**src/rtl/core/png_text_chunk_extractor_assert.svh**
```systemverilog
// ----------------------------------------------------------------------------
// PNG tEXt chunk extractor assertion macros
// Shorthand for the concurrent checks at the end of the top level.
// ----------------------------------------------------------------------------
`ifndef PNG_TEXT_CHUNK_EXTRACTOR_ASSERT_SVH
`define PNG_TEXT_CHUNK_EXTRACTOR_ASSERT_SVH

// The consequent must hold in the same cycle as the antecedent.
`define PNGTXT_ASSERT_SAME(label, clk, rst_n, ante, cons, msg) \
	label: assert property (@(posedge clk) disable iff (!rst_n) (ante) |-> (cons)) \
		else $error(msg);

// The consequent must hold in the cycle after the antecedent.
`define PNGTXT_ASSERT_NEXT(label, clk, rst_n, ante, cons, msg) \
	label: assert property (@(posedge clk) disable iff (!rst_n) (ante) |=> (cons)) \
		else $error(msg);

`endif

```
**src/rtl/core/pngtxt_pkg.sv**
```systemverilog
// ----------------------------------------------------------------------------
// PNG tEXt chunk extractor package
// Shared types, codes and constants of the extractor.
// ----------------------------------------------------------------------------
package pngtxt_pkg;

	localparam int MAX_VALUE_DEF = 64;
	localparam int KEY_MAX       = 16;
	localparam int CFG_IDX_W     = 2;
	localparam int CFG_DATA_W    = 64;
	localparam int KEY_LEN_W     = 5;

	localparam logic [31:0] TYPE_IEND = 32'h49454E44;
	localparam logic [31:0] TYPE_TEXT = 32'h74455874;

	typedef enum logic [CFG_IDX_W-1:0] {
		CFG_KEY_LOW  = 2'd0,
		CFG_KEY_HIGH = 2'd1,
		CFG_KEY_LEN  = 2'd2
	} cfg_index_t;

	typedef enum logic [2:0] {
		PH_SIG,
		PH_LEN,
		PH_TYPE,
		PH_DATA,
		PH_CRC,
		PH_IDLE
	} parse_phase_t;

	typedef enum logic [1:0] {
		ST_PARSE,
		ST_READ,
		ST_LOAD
	} ctrl_state_t;

	typedef struct packed {
		logic [7:0] data_byte;
		logic       end_of_file;
	} png_in_t;

	typedef struct packed {
		logic [7:0] value_byte;
		logic       byte_valid;
		logic       found;
		logic       truncated;
		logic       last_in_run;
	} png_out_t;

	typedef struct packed {
		logic accept;
		logic rd_issue;
		logic out_load_run;
	} dp_cmd_t;

	typedef struct packed {
		logic out_free;
		logic run_start;
		logic run_last;
	} dp_sts_t;

	function automatic logic [7:0] sig_byte(input logic [2:0] idx);
		logic [7:0] b;
		case (idx)
			3'd0: b = 8'h89;
			3'd1: b = 8'h50;
			3'd2: b = 8'h4E;
			3'd3: b = 8'h47;
			3'd4: b = 8'h0D;
			3'd5: b = 8'h0A;
			3'd6: b = 8'h1A;
			default: b = 8'h0A;
		endcase
		return b;
	endfunction

endpackage

```
**src/rtl/core/pngtxt_ram.sv**
```systemverilog
// ----------------------------------------------------------------------------
// PNG tEXt chunk extractor RAM
// Generic single-write, single-read memory with a registered read port.
// ----------------------------------------------------------------------------
module pngtxt_ram #(
	parameter int WIDTH = 8,
	parameter int DEPTH = 64,
	localparam int AW = (DEPTH > 1) ? $clog2(DEPTH) : 1
) (
	input  logic             clk,
	input  logic             we,
	input  logic [AW-1:0]    waddr,
	input  logic [WIDTH-1:0] wdata,
	input  logic             re,
	input  logic [AW-1:0]    raddr,
	output logic [WIDTH-1:0] rdata
);

	logic [WIDTH-1:0] mem_q [DEPTH];
	logic [WIDTH-1:0] rdata_q;

	always_ff @(posedge clk) begin
		if (we) begin
			mem_q[waddr] <= wdata;
		end
		if (re) begin
			rdata_q <= mem_q[raddr];
		end
	end

	assign rdata = rdata_q;

endmodule

```
**src/rtl/core/pngtxt_ctrl.sv**
```systemverilog
// ----------------------------------------------------------------------------
// PNG tEXt chunk extractor controller
// Sequences byte intake and the read-out of a buffered value.
// ----------------------------------------------------------------------------
module pngtxt_ctrl
	import pngtxt_pkg::*;
(
	input  logic    clk,
	input  logic    arst_n,
	input  logic    file_valid,
	output logic    file_ready,
	input  dp_sts_t sts,
	output dp_cmd_t cmd
);

	ctrl_state_t state_q;
	ctrl_state_t state_nxt;

	always_ff @(posedge clk or negedge arst_n) begin
		if (!arst_n) begin
			state_q <= ST_PARSE;
		end else begin
			state_q <= state_nxt;
		end
	end

	always_comb begin
		state_nxt = state_q;
		case (state_q)
			ST_PARSE: begin
				if (file_valid && sts.out_free && sts.run_start) begin
					state_nxt = ST_READ;
				end
			end
			ST_READ: begin
				state_nxt = ST_LOAD;
			end
			ST_LOAD: begin
				if (sts.out_free) begin
					state_nxt = sts.run_last ? ST_PARSE : ST_READ;
				end
			end
			default: begin
				state_nxt = ST_PARSE;
			end
		endcase
	end

	always_comb begin
		file_ready       = 1'b0;
		cmd.accept       = 1'b0;
		cmd.rd_issue     = 1'b0;
		cmd.out_load_run = 1'b0;
		case (state_q)
			ST_PARSE: begin
				file_ready = sts.out_free;
				cmd.accept = file_valid && sts.out_free;
			end
			ST_READ: begin
				cmd.rd_issue = 1'b1;
			end
			ST_LOAD: begin
				cmd.out_load_run = sts.out_free;
			end
			default: begin
				file_ready = 1'b0;
			end
		endcase
	end

endmodule

```
**src/rtl/core/pngtxt_dp.sv**
```systemverilog
// ----------------------------------------------------------------------------
// PNG tEXt chunk extractor datapath
// Chunk parser state, keyword compare, value buffer and result register.
// ----------------------------------------------------------------------------
module pngtxt_dp
	import pngtxt_pkg::*;
#(
	parameter int MAX_VALUE = MAX_VALUE_DEF
) (
	input  logic                  clk,
	input  logic                  arst_n,
	input  logic                  cfg_write,
	input  logic [CFG_IDX_W-1:0]  cfg_index,
	input  logic [CFG_DATA_W-1:0] cfg_data,
	input  png_in_t               file_item,
	input  logic                  result_ready,
	output logic                  result_valid,
	output png_out_t              result_item,
	input  dp_cmd_t               cmd,
	output dp_sts_t               sts
);

	localparam int AW = (MAX_VALUE > 1) ? $clog2(MAX_VALUE) : 1;
	localparam int CW = $clog2(MAX_VALUE + 1);
	localparam logic [CW-1:0] COUNT_MAX = CW'(MAX_VALUE);
	localparam logic [KEY_LEN_W-1:0] KEY_LIM = KEY_LEN_W'(KEY_MAX);
	localparam logic [KEY_LEN_W-1:0] POS_LIM = '1;

	logic [63:0]          key_lo_q;
	logic [63:0]          key_hi_q;
	logic [KEY_LEN_W-1:0] key_len_q;

	parse_phase_t         phase_q,  phase_nxt;
	logic [31:0]          fc_q,     fc_nxt;
	logic [31:0]          len_q,    len_nxt;
	logic [31:0]          type_q,   type_nxt;
	logic [KEY_LEN_W-1:0] pos_q,    pos_nxt;
	logic                 match_q,  match_nxt;
	logic                 sep_q,    sep_nxt;
	logic [CW-1:0]        count_q,  count_nxt;
	logic                 ovf_q,    ovf_nxt;
	logic                 search_q, search_nxt;

	logic [CW-1:0]        run_len_s1;
	logic                 run_trunc_s1;
	logic [AW-1:0]        run_idx_q;
	logic                 result_valid_q;
	png_out_t             result_q;

	logic [7:0]           b;
	logic [KEY_LEN_W-1:0] klen;
	logic [127:0]         key_vec;
	logic [7:0]           key_b;
	logic [31:0]          fc_p1;
	logic [31:0]          type_shift;
	logic                 emit_found;
	logic                 emit_single;
	logic                 buf_we;
	logic [7:0]           rdata;
	logic [AW:0]          idx_p1;

	assign b       = file_item.data_byte;
	assign klen    = (key_len_q > KEY_LIM) ? KEY_LIM : key_len_q;
	assign key_vec = {key_hi_q, key_lo_q};
	assign key_b   = key_vec[pos_q[3:0]*8 +: 8];
	assign fc_p1   = fc_q + 32'd1;
	assign type_shift = {type_q[23:0], b};

	always_comb begin
		phase_nxt  = phase_q;
		fc_nxt     = fc_q;
		len_nxt    = len_q;
		type_nxt   = type_q;
		pos_nxt    = pos_q;
		match_nxt  = match_q;
		sep_nxt    = sep_q;
		count_nxt  = count_q;
		ovf_nxt    = ovf_q;
		search_nxt = search_q;
		emit_found = 1'b0;
		buf_we     = 1'b0;
		case (phase_q)
			PH_SIG: begin
				if (b != sig_byte(fc_q[2:0])) begin
					phase_nxt = PH_IDLE;
				end else if (fc_q[2:0] == 3'd7) begin
					fc_nxt    = '0;
					phase_nxt = PH_LEN;
				end else begin
					fc_nxt = fc_p1;
				end
			end
			PH_LEN: begin
				len_nxt = {len_q[23:0], b};
				if (fc_q[1:0] == 2'd3) begin
					fc_nxt    = '0;
					phase_nxt = PH_TYPE;
				end else begin
					fc_nxt = fc_p1;
				end
			end
			PH_TYPE: begin
				type_nxt = type_shift;
				if (fc_q[1:0] == 2'd3) begin
					fc_nxt = '0;
					if (type_shift == TYPE_IEND) begin
						phase_nxt = PH_IDLE;
					end else begin
						pos_nxt   = '0;
						match_nxt = 1'b1;
						sep_nxt   = 1'b0;
						count_nxt = '0;
						ovf_nxt   = 1'b0;
						phase_nxt = (len_q == 32'd0) ? PH_CRC : PH_DATA;
					end
				end else begin
					fc_nxt = fc_p1;
				end
			end
			PH_DATA: begin
				if (type_q == TYPE_TEXT) begin
					if (!sep_q) begin
						if (b == 8'd0) begin
							sep_nxt = 1'b1;
							if (pos_q != klen) begin
								match_nxt = 1'b0;
							end
						end else begin
							if (!(pos_q < klen && b == key_b)) begin
								match_nxt = 1'b0;
							end
							if (pos_q != POS_LIM) begin
								pos_nxt = pos_q + KEY_LEN_W'(1);
							end
						end
					end else if (count_q < COUNT_MAX) begin
						buf_we    = 1'b1;
						count_nxt = count_q + CW'(1);
					end else begin
						ovf_nxt = 1'b1;
					end
				end
				if (fc_p1 == len_q) begin
					fc_nxt    = '0;
					phase_nxt = PH_CRC;
				end else begin
					fc_nxt = fc_p1;
				end
			end
			PH_CRC: begin
				if (fc_q[1:0] == 2'd3) begin
					fc_nxt = '0;
					if (type_q == TYPE_TEXT && sep_q && match_q) begin
						emit_found = 1'b1;
						search_nxt = 1'b1;
						phase_nxt  = PH_IDLE;
					end else begin
						phase_nxt = PH_LEN;
					end
				end else begin
					fc_nxt = fc_p1;
				end
			end
			default: begin
				phase_nxt = phase_q;
			end
		endcase
		if (file_item.end_of_file) begin
			phase_nxt  = PH_SIG;
			fc_nxt     = '0;
			len_nxt    = '0;
			type_nxt   = '0;
			pos_nxt    = '0;
			match_nxt  = 1'b1;
			sep_nxt    = 1'b0;
			count_nxt  = '0;
			ovf_nxt    = 1'b0;
			search_nxt = 1'b0;
		end
	end

	assign emit_single = (emit_found && count_q == '0) ||
		(file_item.end_of_file && !search_q && !emit_found);

	assign idx_p1        = {1'b0, run_idx_q} + (AW+1)'(1);
	assign sts.out_free  = !result_valid_q || result_ready;
	assign sts.run_start = emit_found && count_q != '0;
	assign sts.run_last  = idx_p1 == (AW+1)'(run_len_s1);

	always_ff @(posedge clk or negedge arst_n) begin
		if (!arst_n) begin
			key_lo_q  <= '0;
			key_hi_q  <= '0;
			key_len_q <= '0;
		end else if (cfg_write) begin
			case (cfg_index)
				CFG_KEY_LOW:  key_lo_q  <= cfg_data;
				CFG_KEY_HIGH: key_hi_q  <= cfg_data;
				CFG_KEY_LEN:  key_len_q <= cfg_data[KEY_LEN_W-1:0];
				default:      key_len_q <= key_len_q;
			endcase
		end
	end

	always_ff @(posedge clk or negedge arst_n) begin
		if (!arst_n) begin
			phase_q   <= PH_SIG;
			fc_q      <= '0;
			len_q     <= '0;
			type_q    <= '0;
			pos_q     <= '0;
			match_q   <= 1'b1;
			sep_q     <= 1'b0;
			count_q   <= '0;
			ovf_q     <= 1'b0;
			search_q  <= 1'b0;
			run_idx_q <= '0;
		end else begin
			if (cmd.accept) begin
				phase_q  <= phase_nxt;
				fc_q     <= fc_nxt;
				len_q    <= len_nxt;
				type_q   <= type_nxt;
				pos_q    <= pos_nxt;
				match_q  <= match_nxt;
				sep_q    <= sep_nxt;
				count_q  <= count_nxt;
				ovf_q    <= ovf_nxt;
				search_q <= search_nxt;
			end
			if (cmd.accept && sts.run_start) begin
				run_idx_q <= '0;
			end else if (cmd.out_load_run) begin
				run_idx_q <= idx_p1[AW-1:0];
			end
		end
	end

	always_ff @(posedge clk) begin
		if (cmd.accept && sts.run_start) begin
			run_len_s1   <= count_q;
			run_trunc_s1 <= ovf_q;
		end
	end

	pngtxt_ram #(
		.WIDTH (8),
		.DEPTH (MAX_VALUE)
	) u_value_buf (
		.clk   (clk),
		.we    (cmd.accept && buf_we),
		.waddr (count_q[AW-1:0]),
		.wdata (b),
		.re    (cmd.rd_issue),
		.raddr (run_idx_q),
		.rdata (rdata)
	);

	always_ff @(posedge clk or negedge arst_n) begin
		if (!arst_n) begin
			result_valid_q <= 1'b0;
		end else if (cmd.out_load_run || (cmd.accept && emit_single)) begin
			result_valid_q <= 1'b1;
		end else if (result_ready) begin
			result_valid_q <= 1'b0;
		end
	end

	always_ff @(posedge clk) begin
		if (cmd.out_load_run) begin
			result_q.value_byte  <= rdata;
			result_q.byte_valid  <= 1'b1;
			result_q.found       <= 1'b1;
			result_q.truncated   <= run_trunc_s1;
			result_q.last_in_run <= sts.run_last;
		end else if (cmd.accept && emit_single) begin
			result_q.value_byte  <= '0;
			result_q.byte_valid  <= 1'b0;
			result_q.found       <= emit_found;
			result_q.truncated   <= 1'b0;
			result_q.last_in_run <= 1'b1;
		end
	end

	assign result_valid = result_valid_q;
	assign result_item  = result_q;

endmodule

```
**src/rtl/core/png_text_chunk_extractor.sv**
```systemverilog
// ----------------------------------------------------------------------------
// PNG tEXt chunk extractor
// Walks the chunks of a PNG byte stream and returns the text value of the
// tEXt chunk whose keyword matches the configured one.
//
//   Channel   Signals                                   Moves
//   file      file_valid, file_ready, file_item         one file byte
//   result    result_valid, result_ready, result_item   one value byte or flag
//   config    cfg_write, cfg_index, cfg_data            one register write
//
// One file byte is taken per cycle while the result register is free.
// The byte that closes a matching chunk holds intake while each value byte
// passes through the buffer RAM read followed by the result register load.
// Reset is asynchronous and clears the parser, controller and key registers.
// A stalled result register stops intake until the transaction completes.
// ----------------------------------------------------------------------------
`include "png_text_chunk_extractor_assert.svh"

module png_text_chunk_extractor
	import pngtxt_pkg::*;
#(
	parameter int MAX_VALUE = MAX_VALUE_DEF
) (
	input  logic                  clk,
	input  logic                  arst_n,
	input  logic                  cfg_write,
	input  logic [CFG_IDX_W-1:0]  cfg_index,
	input  logic [CFG_DATA_W-1:0] cfg_data,
	input  logic                  file_valid,
	output logic                  file_ready,
	input  png_in_t               file_item,
	output logic                  result_valid,
	input  logic                  result_ready,
	output png_out_t              result_item
);

	dp_cmd_t cmd;
	dp_sts_t sts;

	pngtxt_ctrl u_ctrl (
		.clk        (clk),
		.arst_n     (arst_n),
		.file_valid (file_valid),
		.file_ready (file_ready),
		.sts        (sts),
		.cmd        (cmd)
	);

	pngtxt_dp #(
		.MAX_VALUE (MAX_VALUE)
	) u_dp (
		.clk          (clk),
		.arst_n       (arst_n),
		.cfg_write    (cfg_write),
		.cfg_index    (cfg_index),
		.cfg_data     (cfg_data),
		.file_item    (file_item),
		.result_ready (result_ready),
		.result_valid (result_valid),
		.result_item  (result_item),
		.cmd          (cmd),
		.sts          (sts)
	);

	`PNGTXT_ASSERT_SAME(a_intake_needs_free_out, clk, arst_n, file_valid && file_ready, !result_valid || result_ready, "Byte taken while a result was blocked.")
	`PNGTXT_ASSERT_SAME(a_run_blocks_intake, clk, arst_n, result_valid && !result_item.last_in_run, !file_ready, "Byte intake open in the middle of a value run.")
	`PNGTXT_ASSERT_SAME(a_flag_result_is_last, clk, arst_n, result_valid && !result_item.byte_valid, result_item.last_in_run && !result_item.truncated, "Flag-only result is not a single final transaction.")
	`PNGTXT_ASSERT_SAME(a_trunc_implies_found, clk, arst_n, result_valid && result_item.truncated, result_item.found && result_item.byte_valid, "Truncated result without a found value byte.")

endmodule
```
**config.mk**
```make
export PLATFORM = sky130hd
export DESIGN_NAME = png_text_chunk_extractor
export DESIGN_NICKNAME = d
export VERILOG_FILES = /design/src/rtl/core/pngtxt_pkg.sv /design/src/rtl/core/pngtxt_ram.sv /design/src/rtl/core/pngtxt_ctrl.sv /design/src/rtl/core/pngtxt_dp.sv /design/src/rtl/core/png_text_chunk_extractor.sv
export VERILOG_INCLUDE_DIRS = /design/src /design/src/rtl/core
export SDC_FILE = /design/constraint.sdc
export NUM_CORES = 1
export LEC_CHECK = 0
export BUFFER_PORTS_ARGS = -buffer_cell sky130_fd_sc_hd__buf_4
export CORE_MARGIN = 2
export CORE_UTILIZATION = 35
export CTS_CLUSTER_SIZE = 20
export DETAILED_ROUTE_END_ITERATION = 8
export PLACE_DENSITY_LB_ADDON = 0.15
export SLEW_MARGIN = 20
export SYNTH_ARGS = -nofsm -noshare
export SYNTH_HDL_FRONTEND = slang
export SYNTH_SLANG_ARGS = --single-unit
```
**constraint.sdc**
```tcl
create_clock -name clk -period 4.65 [get_ports clk]
set_clock_uncertainty 0.05 [all_clocks]
set_input_delay 0.93 -clock clk [delete_from_list [all_inputs] [get_ports clk]]
set_output_delay 0.93 -clock clk [all_outputs]
set_load 0.05 [all_outputs]
```
==> metrics.log, run 1 <==
INFO  metric status = finished clean
INFO  metric ff2ff_path_depth = 13
INFO  metric grt_usage = 17.9%
INFO  metric mappedNetlistArea = between 30000 and 40000 um2
INFO  metric route.detailed.wl_per_inst = approximately 25 um
INFO  metric clkSlewWorstSetupHoldPaths = about 60 ps
INFO  metric internal_power = between 0.01 and 0.015 W
INFO  metric fp.dieW = around 320 um
INFO  metric timing_worst_slew_pin_value = 1020 ps
INFO  metric period_minus_slack = between 4000 and 5000 ps
INFO  metric req_time_crit_path = 5140 ps
INFO  metric leak_pwr = 13.9 nW
INFO  metric synth_area_leaders = sky130_fd_sc_hd__edfxtp_1 (47%), sky130_fd_sc_hd__dfrtp_1 (19%), sky130_fd_sc_hd__mux4_2 (14%)
INFO  metric area_growth = 15.8%
INFO  metric synth_enable_flop_cells = roughly 540
INFO  metric switching_share = around 30%
INFO  metric worstSkewPairLatency = around 670 ps
INFO  metric synth_commonest_cells = sky130_fd_sc_hd__edfxtp_1 (538), sky130_fd_sc_hd__dfrtp_1 (256), sky130_fd_sc_hd__mux4_2 (208)
INFO  metric clock_power_share = between 30% and 40%
INFO  metric path_class = reg2reg
INFO  metric core.rowCount = roughly 120
INFO  metric core-area = a little under 100000 um2
INFO  metric filler_cell_count = 8804
INFO  metric post-place-ws = around 490 ps
INFO  metric post-dp-hpwl = 59.1 mm
INFO  metric grt_pass1_wl = 135 mm
INFO  metric antenna_found_initial = 6
INFO  metric worst_slew_margin_rel = a little under a third
INFO  metric cp-end-kind = register
INFO  metric synth.most_common_cell = sky130_fd_sc_hd__edfxtp_1
INFO  metric rsz_0062_raised_after_global_routing = no
INFO  metric tritoncts = done
INFO  metric timing.setup.tns = 0 ps
INFO  metric crit_arrival = approximately 4600 ps
INFO  metric seq_area_frac_synth = roughly two thirds
INFO  metric post-route-worst-setup-slack = around 520 ps
INFO  metric ys_warn_count = 0
INFO  metric syn_area_per_cell = between 15 and 20 um2
INFO  metric ctsLongestPathBuffers = 3
INFO  metric max_clock_freq = 242 MHz
INFO  metric route.detailed.vias_per_inst = about 5.4
INFO  metric power.share.combinational = about a quarter
INFO  metric cts_repair_resize_count = 0
INFO  metric power_per_cell_area = between 500 and 600 nW/um2
INFO  metric critical_path.top_delay_family = compound AO/OA/AOI/OAI gates
INFO  metric place.gp.congestion = roughly 0.84
INFO  metric fp.dieH = between 300 and 400 um
INFO  metric grt_max_degree = 97
INFO  metric cp_slowest_cell = sky130_fd_sc_hd__ha_1
INFO  metric dr_total_vias = 19508
INFO  metric clock_sink_count = about 800
INFO  metric drc = 0
INFO  metric effective_utilization_at_floorplan = 35.2%
INFO  metric post-route-period-util = 88.8%
INFO  metric start_kind = register
INFO  metric cts-root-buf = sky130_fd_sc_hd__clkbuf_16
INFO  metric worstSetupPathDepth = 13
INFO  metric final-hold-violation-count = 0
INFO  metric first_global_vias = between 15000 and 20000
INFO  metric num_cts_buffers = 87
INFO  metric nets = 2330
INFO  metric gr-total-overflow = 0
INFO  metric ir_drop = 262 uV
INFO  metric number_of_pins_exceeding_their_max_slew_limit_in_the_final_report = 0
INFO  metric io-pin-count = 94
INFO  metric holdCritPathClass = in2async
INFO  metric port_buffers = just over 90
INFO  metric max-cap-violations = 0
INFO  metric drt_first_iter_violations = around 1800
INFO  metric cpMostUsedCell = sky130_fd_sc_hd__ha_1
INFO  metric synth_cells = about 2100
INFO  metric synth_seq_cells = 797
INFO  metric layout-drive-gt1-share = 29.2%
INFO  metric report.final.setup_viol = 0
INFO  metric cts_setup_buffers = 0
INFO  metric htree_num_levels = 3
INFO  metric holdBufCountCts = 0
INFO  metric total_power = around 0.02 W
INFO  metric critical_path.max_stage_delay = 570 ps
INFO  metric power.sequential.fraction = a little over two fifths
INFO  metric drtAntennaViolNets = 0
INFO  metric crit_buf_inv = 2
INFO  metric yosys.cell_types.count = 79
INFO  metric worstPathMaxFanout = 44
INFO  metric path_cells = ha_1, inv_1, ha_1, xor2_1, nand3_1, a2111o_1, a2111oi_0, and4_1, nand4_1, and3_1, buf_4, a21o_1, a22o_1
INFO  metric totalWireLength = roughly 90 mm
INFO  metric synth_top_flop_cell = sky130_fd_sc_hd__edfxtp_1
INFO  metric synthesis.nets = roughly 2200
INFO  metric p_switching = 0.00606 W
INFO  metric die-area = 101000 um2
INFO  metric firstDrtPassIters = 5
INFO  metric synthDominantCellAreaShare = approximately 47%
INFO  metric asyncSetResetFlopFracSynth = between 30% and 40%
INFO  metric post_synthesis_cell_type_with_the_largest_combined_area = sky130_fd_sc_hd__edfxtp_1
==> power groups by stage <==
stage / sequential (W) / clock [W] / combinational, W
after global placement: 0.00877 / 0 / 0.00497
after floorplan: 0.00848 / 0 / 0.00352
final: 0.00864 / 0.00695 / 0.00492
after CTS: 0.00864 / 0.00715 / 0.00500
after detailed placement: 0.00879 / 0 / 0.00499
after global routing: 0.00872 / 0.00743 / 0.00528
==> metal layers <==
metal,share of wire [%],vias up,GRT usage [%]
met3,5.7,129,3.27
met2,47,565,28.4
met4,2.1,4,4.72
li1,-,8589,-
met1,45,10221,25.3
met5,0.033,-,0
==> cells by family (layout without fill, tap and decap cells) <==
kind of cell | Yosys count | after routing | synth area share, %
other cells | 0 | 2 | 0
compound gates | 238 | 238 | 4.89
flops | 797 | 797 | 65.6
mux | 355 | 355 | 18.3
fa+ha+maj | 16 | 16 | 0.581
buf+inv | 156 | 365 | 1.90
simple gates | 476 | 476 | 7.15
xor+xnor | 59 | 59 | 1.50
==> final timing paths <==
path                       slack (ps)         start                 to
setup / recovery                  520  u_dp.fc_q[1]       u_dp.fc_q[5]
hold / removal                    190        arst_n  u_dp.key_lo_q[14]
setup reg to reg                  520  u_dp.fc_q[1]       u_dp.fc_q[5]
hold reg to reg                   400    u_dp.ovf_q  u_dp.run_trunc_s1
max in group asynchronous        3210        arst_n     u_dp.type_q[0]
min in group clk                  400    u_dp.ovf_q  u_dp.run_trunc_s1
==> sequential cells by signal, indices dropped and copies added (netlist names) <==
name and count:
u_dp.u_value_buf.mem_q 512, u_dp.ovf_q 1, u_dp.phase_q 3, u_dp.key_len_q 5, u_ctrl.state_q 2, u_dp.sep_q 1, u_dp.key_hi_q 64, u_dp.type_q 32
u_dp.len_q 32, u_dp.key_lo_q 64, u_dp.run_idx_q 6, u_dp.run_len_s1 7, u_dp.u_value_buf.rdata 8, u_dp.result_item 12, u_dp.fc_q 32, u_dp.count_q 7
u_dp.pos_q 5, u_dp.result_valid 1, u_dp.search_q 1, u_dp.run_trunc_s1 1, u_dp.match_q 1
==> layout by cell type, fill, tap and decap left out, types with 18 or more instances in the layout <==
cell type and instances:
sky130_fd_sc_hd__edfxtp_1 538, sky130_fd_sc_hd__a21oi_1 35, sky130_fd_sc_hd__dfrtp_1 252, sky130_fd_sc_hd__nor2b_1 23
sky130_fd_sc_hd__xor2_1 21, sky130_fd_sc_hd__clkbuf_1 28, sky130_fd_sc_hd__a22o_1 52, sky130_fd_sc_hd__nand2b_1 18
sky130_fd_sc_hd__xnor2_1 38, sky130_fd_sc_hd__nor3_1 22, sky130_fd_sc_hd__mux4_2 208, sky130_fd_sc_hd__nor2_1 128
sky130_fd_sc_hd__clkbuf_16 89, sky130_fd_sc_hd__o21ai_0 45, sky130_fd_sc_hd__nor4_1 24, sky130_fd_sc_hd__nand3_1 43
sky130_fd_sc_hd__buf_4 175, sky130_fd_sc_hd__nand4_1 23, sky130_fd_sc_hd__inv_1 22, sky130_fd_sc_hd__mux2_2 134
sky130_fd_sc_hd__nand2_1 101
==> metrics by stage <==
step                      util, %  instance area, um2  instances  hold slack [ps]
after detailed placement     37.8               37000       3432              387
after global placement       37.8               37000       3432              384
final                        40.7               39900       3595              188
after global routing         40.7               39900       3594              218
after CTS                    40.7               39900       3593              193
after floorplan                 -               34500       2097              373
==> cell type report <==
class | instances | area [um2] | area share (%)
diodes | 2 | 5.00 | 0.0125
clock buffers | 125 | 2440 | 6.12
clock inverters | 36 | 464 | 1.16
inverters | 22 | 82.6 | 0.207
multi-input cells | 1144 | 11200 | 28.1
flip-flops and latches | 797 | 22600 | 56.7
well taps | 1287 | 1610 | 4.04
repair buffers | 182 | 1450 | 3.63
No activity file was read; power rests on OpenSTA's default activity.
==> run 2, diff against run 1 <==
--- a/config.mk
+++ b/config.mk
@@ -12,6 +12,7 @@
 export CTS_CLUSTER_SIZE = 20
 export DETAILED_ROUTE_END_ITERATION = 8
 export PLACE_DENSITY_LB_ADDON = 0.15
+export REMOVE_ABC_BUFFERS = 1
 export SLEW_MARGIN = 20
 export SYNTH_ARGS = -nofsm -noshare
 export SYNTH_HDL_FRONTEND = slang
==> constraint.sdc (replaced) <==
create_clock -name clk -period 5 [get_ports clk]
set_clock_uncertainty 0.05 [all_clocks]
set_input_delay 1 -clock clk [delete_from_list [all_inputs] [get_ports clk]]
set_output_delay 1 -clock clk [all_outputs]
set_load 0.05 [all_outputs]
==> run 2 against run 1 <==
  * Sequential cell count unchanged
  * Setup slack improved by 310 ps
  * Global-route usage shrank 0.22 points
  * Sequential share of layout area grew 0.073 points
  * Maximum frequency decreased by 0.99%
  * Highest routed layer unchanged
  * Critical path depth is 2 lower
  * Die area is the same
  * Critical path type unchanged
  * Sequential power is 7.1% lower
  * Final area down 0.13%
  * Register-to-register slack improved by 310 ps
  * Clock-buffer cell count is 14 lower
  * Wire length fell by 1.4%
==> metrics.log, run 2 (same netlist as run 1, synthesis figures left out) <==
INFO  metric status = finished clean
INFO  metric report.final.setup_viol = 0
INFO  metric worstPathMaxFanout = 44
INFO  metric number_of_pins_exceeding_their_max_slew_limit_in_the_final_report = 0
INFO  metric holdCritPathClass = in2async
INFO  metric req_time_crit_path = 5440 ps
INFO  metric first_global_vias = between 20000 and 25000
INFO  metric holdBufCountCts = 0
INFO  metric worstSkewPairLatency = 650 ps
INFO  metric switching_share = a little under 30%
INFO  metric gr-total-overflow = 0
INFO  metric period_minus_slack = roughly 4200 ps
INFO  metric timing_worst_slew_pin_value = roughly 990 ps
INFO  metric htree_num_levels = 3
INFO  metric power.sequential.fraction = about two fifths
INFO  metric cp-end-kind = register
INFO  metric cts_setup_buffers = 0
INFO  metric cts-root-buf = sky130_fd_sc_hd__clkbuf_16
INFO  metric largest_register_ff_count = slightly above 500
INFO  metric power_per_cell_area = 482 nW/um2
INFO  metric grt_usage = about 18%
INFO  metric tritoncts = done
INFO  metric grt_max_degree = between 100 and 150
INFO  metric core.rowCount = roughly 120
INFO  metric route.detailed.wl_per_inst = between 20 and 25 um
INFO  metric fp.dieW = ~320 um
INFO  metric antenna_found_initial = 5
INFO  metric ir_drop = ~250 uV
INFO  metric final_core_util = between 40% and 50%
INFO  metric layout-drive-gt1-share = around 29%
INFO  metric effective_utilization_at_floorplan = 35.2%
INFO  metric clock_sink_count = 797
INFO  metric route.detailed.vias_per_inst = about 5.4
INFO  metric final-hold-violation-count = 0
INFO  metric dr_total_vias = roughly 19000
INFO  metric die-area = around 100000 um2
INFO  metric fp.dieH = roughly 320 um
INFO  metric largest-register = u_dp.u_value_buf.mem_q
INFO  metric cts_repair_resize_count = 0
INFO  metric nets = between 2000 and 2500
INFO  metric diodes = 0
INFO  metric commonest_cells_after_routing_fill_and_taps_aside = sky130_fd_sc_hd__edfxtp_1 (538), sky130_fd_sc_hd__dfrtp_1 (252), sky130_fd_sc_hd__mux4_2 (208)
INFO  metric internal_power = ~0.014 W
INFO  metric timing.setup.tns = 0 ps
INFO  metric leak_pwr = roughly 14 nW
INFO  metric start_kind = register
INFO  metric post-dp-hpwl = about 58 mm
INFO  metric total_power = a little under 0.02 W
INFO  metric clock_power_share = approximately a third
INFO  metric final_cell_count_no_fill = between 3000 and 4000
INFO  metric num_cts_buffers = 89
INFO  metric totalWireLength = between 80 and 90 mm
INFO  metric max-cap-violations = 0
INFO  metric io-pin-count = 94
INFO  metric reg.largest.list = u_dp.u_value_buf.mem_q: 512 flops, u_dp.key_hi_q: 64 flops, u_dp.key_lo_q: 64 flops
INFO  metric placed_cells_incl_taps = 3422
INFO  metric clkSlewWorstSetupHoldPaths = roughly 60 ps
INFO  metric drtAntennaViolNets = 0
INFO  metric place.gp.congestion = 0.838
INFO  metric max_clock_freq = 240 MHz
INFO  metric post-route-period-util = 83.4%
INFO  metric firstDrtPassIters = 5
INFO  metric worst_slew_margin_rel = about a third
INFO  metric layout_commonest_cell = sky130_fd_sc_hd__edfxtp_1
INFO  metric port_buffers = just over 90
INFO  metric p_switching = roughly 0.0057 W
INFO  metric area_growth = 15.6%
INFO  metric path_class = reg2reg
INFO  metric hold-worst-slack = 220 ps
INFO  metric core-area = between 90000 and 100000 um2
INFO  metric rsz_0062_raised_after_global_routing = no
INFO  metric drc = 0
INFO  metric ctsLongestPathBuffers = 3
INFO  metric ff2ff_path_depth = 11
INFO  metric drt_first_iter_violations = 1633
INFO  metric grt_pass1_wl = 134 mm
INFO  metric crit_arrival = around 4600 ps
INFO  metric power.share.combinational = roughly a quarter
## run 2: changes by cell type in the layout (fill, tap and decap cells not counted), moves of 2 or more
cell / change
sky130_fd_sc_hd__buf_4: -9
sky130_fd_sc_hd__bufinv_16: +3
sky130_fd_sc_hd__clkbuf_1: -10
sky130_fd_sc_hd__clkbuf_8: -5
sky130_fd_sc_hd__clkinv_1: -3
sky130_fd_sc_hd__clkinv_16: -4
sky130_fd_sc_hd__clkinv_2: +3
sky130_fd_sc_hd__clkinv_4: +6
sky130_fd_sc_hd__clkinvlp_4: +5
sky130_fd_sc_hd__diode_2: -2
sky130_fd_sc_hd__inv_6: +2
## run 2: worst paths after layout
check | startpoint | endpoint | slack (ps)
worst min-delay path | arst_n | u_dp.key_hi_q[6] | 220
worst max register to register | u_dp.fc_q[1] | u_dp.fc_q[27] | 830
max in group asynchronous | arst_n | u_dp.match_q | 3610
min in group clk | u_dp.type_q[6] | u_dp.type_q[6] | 450
worst min register to register | u_dp.type_q[6] | u_dp.type_q[6] | 450
worst max-delay path | u_dp.fc_q[1] | u_dp.fc_q[27] | 830
## run 2: power by group through the flow
stage	Sequential [W]	Clock, W	Combinational, W
2_1_floorplan	0.00840	0	0.00300
3_3_place_gp	0.00816	0	0.00467
6_report	0.00803	0.00654	0.00464
3_5_place_dp	0.00817	0	0.00470
5_1_grt	0.00811	0.00699	0.00496
4_1_cts	0.00804	0.00672	0.00471
## run 2: worst max-delay path, stage by stage, from the launching register on
cell and delay [ps]:
sky130_fd_sc_hd__dfrtp_1 570, sky130_fd_sc_hd__ha_1 590, sky130_fd_sc_hd__nand3_4 340, sky130_fd_sc_hd__or4_4 660, sky130_fd_sc_hd__o21ai_1 180, sky130_fd_sc_hd__o221ai_1 140
sky130_fd_sc_hd__a2111oi_2 440, sky130_fd_sc_hd__nand4_1 190, sky130_fd_sc_hd__and3_1 220, sky130_fd_sc_hd__buf_4 260, sky130_fd_sc_hd__a41oi_1 290, sky130_fd_sc_hd__a31oi_1 60
## run 2: through the flow
step / cell area (um2) / worst slack [ps]
detailed placement: 36900 / 738
floorplan: 33900 / -2390
global route: 39900 / 504
finish: 39900 / 831
CTS: 39800 / 856
global placement: 36900 / 884
## run 2: layout make-up
type / instances / area, um2
fill: 8794 / 58100
sequential: 797 / 22600
clock inverter: 48 / 546
multi-input combinational: 1144 / 11200
clock buffer: 111 / 2360
inverter: 22 / 82.6
tap: 1287 / 1610
timing repair buffer: 173 / 1390
## run 2: metal layers
| layer | global-route usage (%) | vias to the layer above | part of all wire [%] |
|---|---|---|---|
| li1 | - | 8577 | - |
| met1 | 24.1 | 10227 | 44 |
| met2 | 28.3 | 495 | 47 |
| met3 | 3.47 | 173 | 5.1 |
| met4 | 5.84 | 10 | 3.1 |
| met5 | 0 | - | 0.065 |
==> run 3, diff against run 2 <==
--- a/config.mk
+++ b/config.mk
@@ -6,6 +6,7 @@
 export SDC_FILE = /design/constraint.sdc
 export NUM_CORES = 1
 export LEC_CHECK = 0
+export ABC_AREA = 1
 export BUFFER_PORTS_ARGS = -buffer_cell sky130_fd_sc_hd__buf_4
 export CORE_MARGIN = 2
 export CORE_UTILIZATION = 35
==> constraint.sdc (replaced) <==
create_clock -name clk -period 4.2 [get_ports clk]
set_clock_uncertainty 0.05 [all_clocks]
set_input_delay 0.84 -clock clk [delete_from_list [all_inputs] [get_ports clk]]
set_output_delay 0.84 -clock clk [all_outputs]
set_load 0.05 [all_outputs]
==> run 3 against run 2 <==
  * Total power is 28% higher
  * Register-to-register slack improved by 110 ps
  * Critical path type unchanged
  * Sequential power is 17% higher
  * Critical endpoint is now u_dp.fc_q[0]
==> metrics.log, run 3 <==
INFO  metric holdBufCountCts = 0
INFO  metric die-area = about 100000 um2
INFO  metric tritoncts = done
INFO  metric port_buffers = 93
INFO  metric status = finished clean
INFO  metric drtAntennaViolNets = 0
INFO  metric cts-root-buf = sky130_fd_sc_hd__clkbuf_16
INFO  metric diodes = 0
INFO  metric synth_top_family_by_area = simple AND/OR/NAND/NOR gates
INFO  metric synth_cells = around 3600
INFO  metric cts_setup_buffers = 0
INFO  metric asyncSetResetFlopFracSynth = roughly 32%
INFO  metric effective_utilization_at_floorplan = between 30% and 40%
INFO  metric report.final.setup_viol = 0
INFO  metric drc = 0
INFO  metric yosys.cell_types.count = slightly above 50
INFO  metric synth_compound_gate_area_share = 12.8%
INFO  metric final_core_util = around 41%
INFO  metric largest-register = u_dp.u_value_buf.mem_q
INFO  metric post-route-period-util = roughly 77%
INFO  metric cts_repair_resize_count = 0
INFO  metric number_of_pins_exceeding_their_max_slew_limit_in_the_final_report = 0
INFO  metric holdCritPathClass = in2async
INFO  metric route.detailed.vias_per_inst = 5.20
INFO  metric post-route-worst-setup-slack = 945 ps
INFO  metric gr-total-overflow = 0
INFO  metric grt_pass1_wl = 164 mm
INFO  metric fp.dieH = about 320 um
INFO  metric totalWireLength = 110 mm
INFO  metric max-cap-violations = 0
INFO  metric period_minus_slack = ~3300 ps
INFO  metric filler_cell_count = roughly 10000
INFO  metric worstPathMaxFanout = 23
INFO  metric power_per_cell_area = approximately 600 nW/um2
INFO  metric commonest_cells_after_routing_fill_and_taps_aside = sky130_fd_sc_hd__nand2_1 (604), sky130_fd_sc_hd__nor2_1 (547), sky130_fd_sc_hd__edfxtp_1 (538)
INFO  metric htree_num_levels = 3
INFO  metric synth.mux.area_fraction = 0%
INFO  metric reg.largest.list = u_dp.u_value_buf.mem_q: 512 flops, u_dp.key_hi_q: 64 flops, u_dp.key_lo_q: 64 flops
INFO  metric nets = 3788
INFO  metric placed_cells_incl_taps = 4958
INFO  metric multiInputGateArea = about 11000 um2
INFO  metric timing_worst_slew_pin_value = approximately 950 ps
INFO  metric firstDrtPassIters = 6
INFO  metric timing.setup.tns = 0 ps
INFO  metric leak_pwr = 16.2 nW
INFO  metric ctsLongestPathBuffers = 3
INFO  metric area_growth = 15.9%
INFO  metric grt_usage = around a fifth
INFO  metric max_clock_freq = between 300 and 400 MHz
INFO  metric mappedNetlistArea = ~36000 um2
INFO  metric synth_enable_flop_cells = approximately 540
INFO  metric layout_commonest_cell = sky130_fd_sc_hd__nand2_1
INFO  metric post_synth_fa_ha_maj_area_fraction = less than 1%
INFO  metric io-pin-count = 94
INFO  metric num_cts_buffers = just under 90
INFO  metric fp.dieW = 323 um
INFO  metric rsz_0062_raised_after_global_routing = no
INFO  metric dr_total_vias = 26629
INFO  metric synth_top_flop_cell = sky130_fd_sc_hd__edfxtp_1
INFO  metric first_global_vias = ~26000
INFO  metric synth-xor-area-share = less than 1%
INFO  metric worstSkewPairLatency = 660 ps
INFO  metric start_kind = register
INFO  metric antenna_found_initial = 1
INFO  metric grt_max_degree = ~140
INFO  metric syn_area_per_cell = 9.96 um2
INFO  metric path_class = reg2reg
INFO  metric total_power = 0.0246 W
INFO  metric ys_warn_count = 0
INFO  metric synth.most_common_cell = sky130_fd_sc_hd__nand2_1
INFO  metric place.gp.congestion = 0.841
INFO  metric synth_seq_cells = 797
INFO  metric route.detailed.wl_per_inst = about 21 um
INFO  metric final-hold-violation-count = 0
INFO  metric synth_simple_gate_area_share = ~18%
INFO  metric post_synthesis_cell_type_with_the_largest_combined_area = sky130_fd_sc_hd__edfxtp_1
INFO  metric synth_commonest_cells = sky130_fd_sc_hd__nand2_1 (605), sky130_fd_sc_hd__nor2_1 (547), sky130_fd_sc_hd__edfxtp_1 (538)
INFO  metric post-place-ws = about 800 ps
INFO  metric largest_register_ff_count = around 500
INFO  metric synth_area_leaders = sky130_fd_sc_hd__edfxtp_1 (45%), sky130_fd_sc_hd__dfrtp_1 (18%), sky130_fd_sc_hd__o21ai_0 (7.3%)
INFO  metric clock_sink_count = between 700 and 800
INFO  metric final_cell_count_no_fill = between 5000 and 6000
INFO  metric cp-end-kind = register
INFO  metric clkSlewWorstSetupHoldPaths = 60 ps
INFO  metric core-area = approximately 100000 um2
INFO  metric core.rowCount = approximately 120
INFO  metric synthDominantCellAreaShare = 45.4%
INFO  metric req_time_crit_path = about 4700 ps
INFO  metric post-dp-hpwl = 70.5 mm
INFO  metric ir_drop = between 400 and 500 uV
INFO  metric crit_arrival = 3720 ps
INFO  metric worst_slew_margin_rel = between 30% and 40%
INFO  metric layout-drive-gt1-share = between 10% and 20%
INFO  metric seq_area_frac_synth = a little under two thirds
INFO  metric drt_first_iter_violations = approximately 2700
INFO  metric sequential_cell_area = roughly 23000 um2
[run 3: final timing paths]
kind / start / to / slack (ps) / cells after the start
worst min-delay path: arst_n / u_dp.fc_q[17] / 140 / 1
worst min register to register: u_dp.match_q / u_dp.match_q / 420 / 2
worst max register to register: u_dp.fc_q[1] / u_dp.fc_q[0] / 950 / 15
min in group clk: cfg_data[36] / u_dp.key_hi_q[36] / 410 / 3
worst max-delay path: u_dp.fc_q[1] / u_dp.fc_q[0] / 950 / 15
max in group asynchronous: arst_n / u_dp.key_hi_q[47] / 2970 / 2
[run 3: final cells by class]
| cell class | count | share of cell area, % |
|---|---|---|
| multi-input combinational | 2310 | 27.1 |
| clock buffer | 117 | 5.96 |
| tap | 1357 | 4.12 |
| clock inverter | 47 | 1.20 |
| sequential | 797 | 54.9 |
| inverter | 278 | 2.55 |
| timing repair buffer | 216 | 4.13 |
[run 3: power breakdown]
group	internal (W)	switching, W
Sequential	0.00891	0.000469
Clock	0.00473	0.00325
Combinational	0.00209	0.00515
Total	0.0157	0.00887
[run 3: kinds of logic (layout without fill, tap and decap cells)]
family / count (synthesis) / after routing
AO/OA/AOI/OAI: 816 / 816
AND/OR/NAND/NOR: 1460 / 1460
buffers and inverters: 464 / 658
flip-flops: 797 / 797
XOR/XNOR: 18 / 18
adder cells (fa/ha/maj): 16 / 16
[run 3: metal layers]
layer / wire (um) / GRT usage (%) / vias to the layer above
met5: 0 / 0 / -
met4: 2860 / 5.70 / 0
met3: 5440 / 3.14 / 164
met2: 50500 / 33.2 / 761
met1: 51000 / 29.8 / 13049
li1: - / - / 12655
[run 3: stage by stage]
stage / hold slack [ps] / area [um2]
global placement: 399 / 38300
global route: 166 / 41200
detailed placement: 412 / 38300
CTS: 137 / 41200
floorplan: 375 / 34800
finish: 136 / 41200
[run 3: worst max-delay path, cell delays in order, from the launching register on]
cell	delay, ps
sky130_fd_sc_hd__dfrtp_1	520
sky130_fd_sc_hd__ha_1	480
sky130_fd_sc_hd__inv_1	170
sky130_fd_sc_hd__ha_1	380
sky130_fd_sc_hd__xor2_1	220
sky130_fd_sc_hd__nand3_1	100
sky130_fd_sc_hd__nor2_1	100
sky130_fd_sc_hd__nand2_1	70
sky130_fd_sc_hd__nor2_1	120
sky130_fd_sc_hd__nand3_1	90
sky130_fd_sc_hd__nor2_1	130
sky130_fd_sc_hd__nand3_2	120
sky130_fd_sc_hd__nand2_2	90
sky130_fd_sc_hd__nand2_4	270
sky130_fd_sc_hd__nand2_1	130
sky130_fd_sc_hd__o21ai_0	80
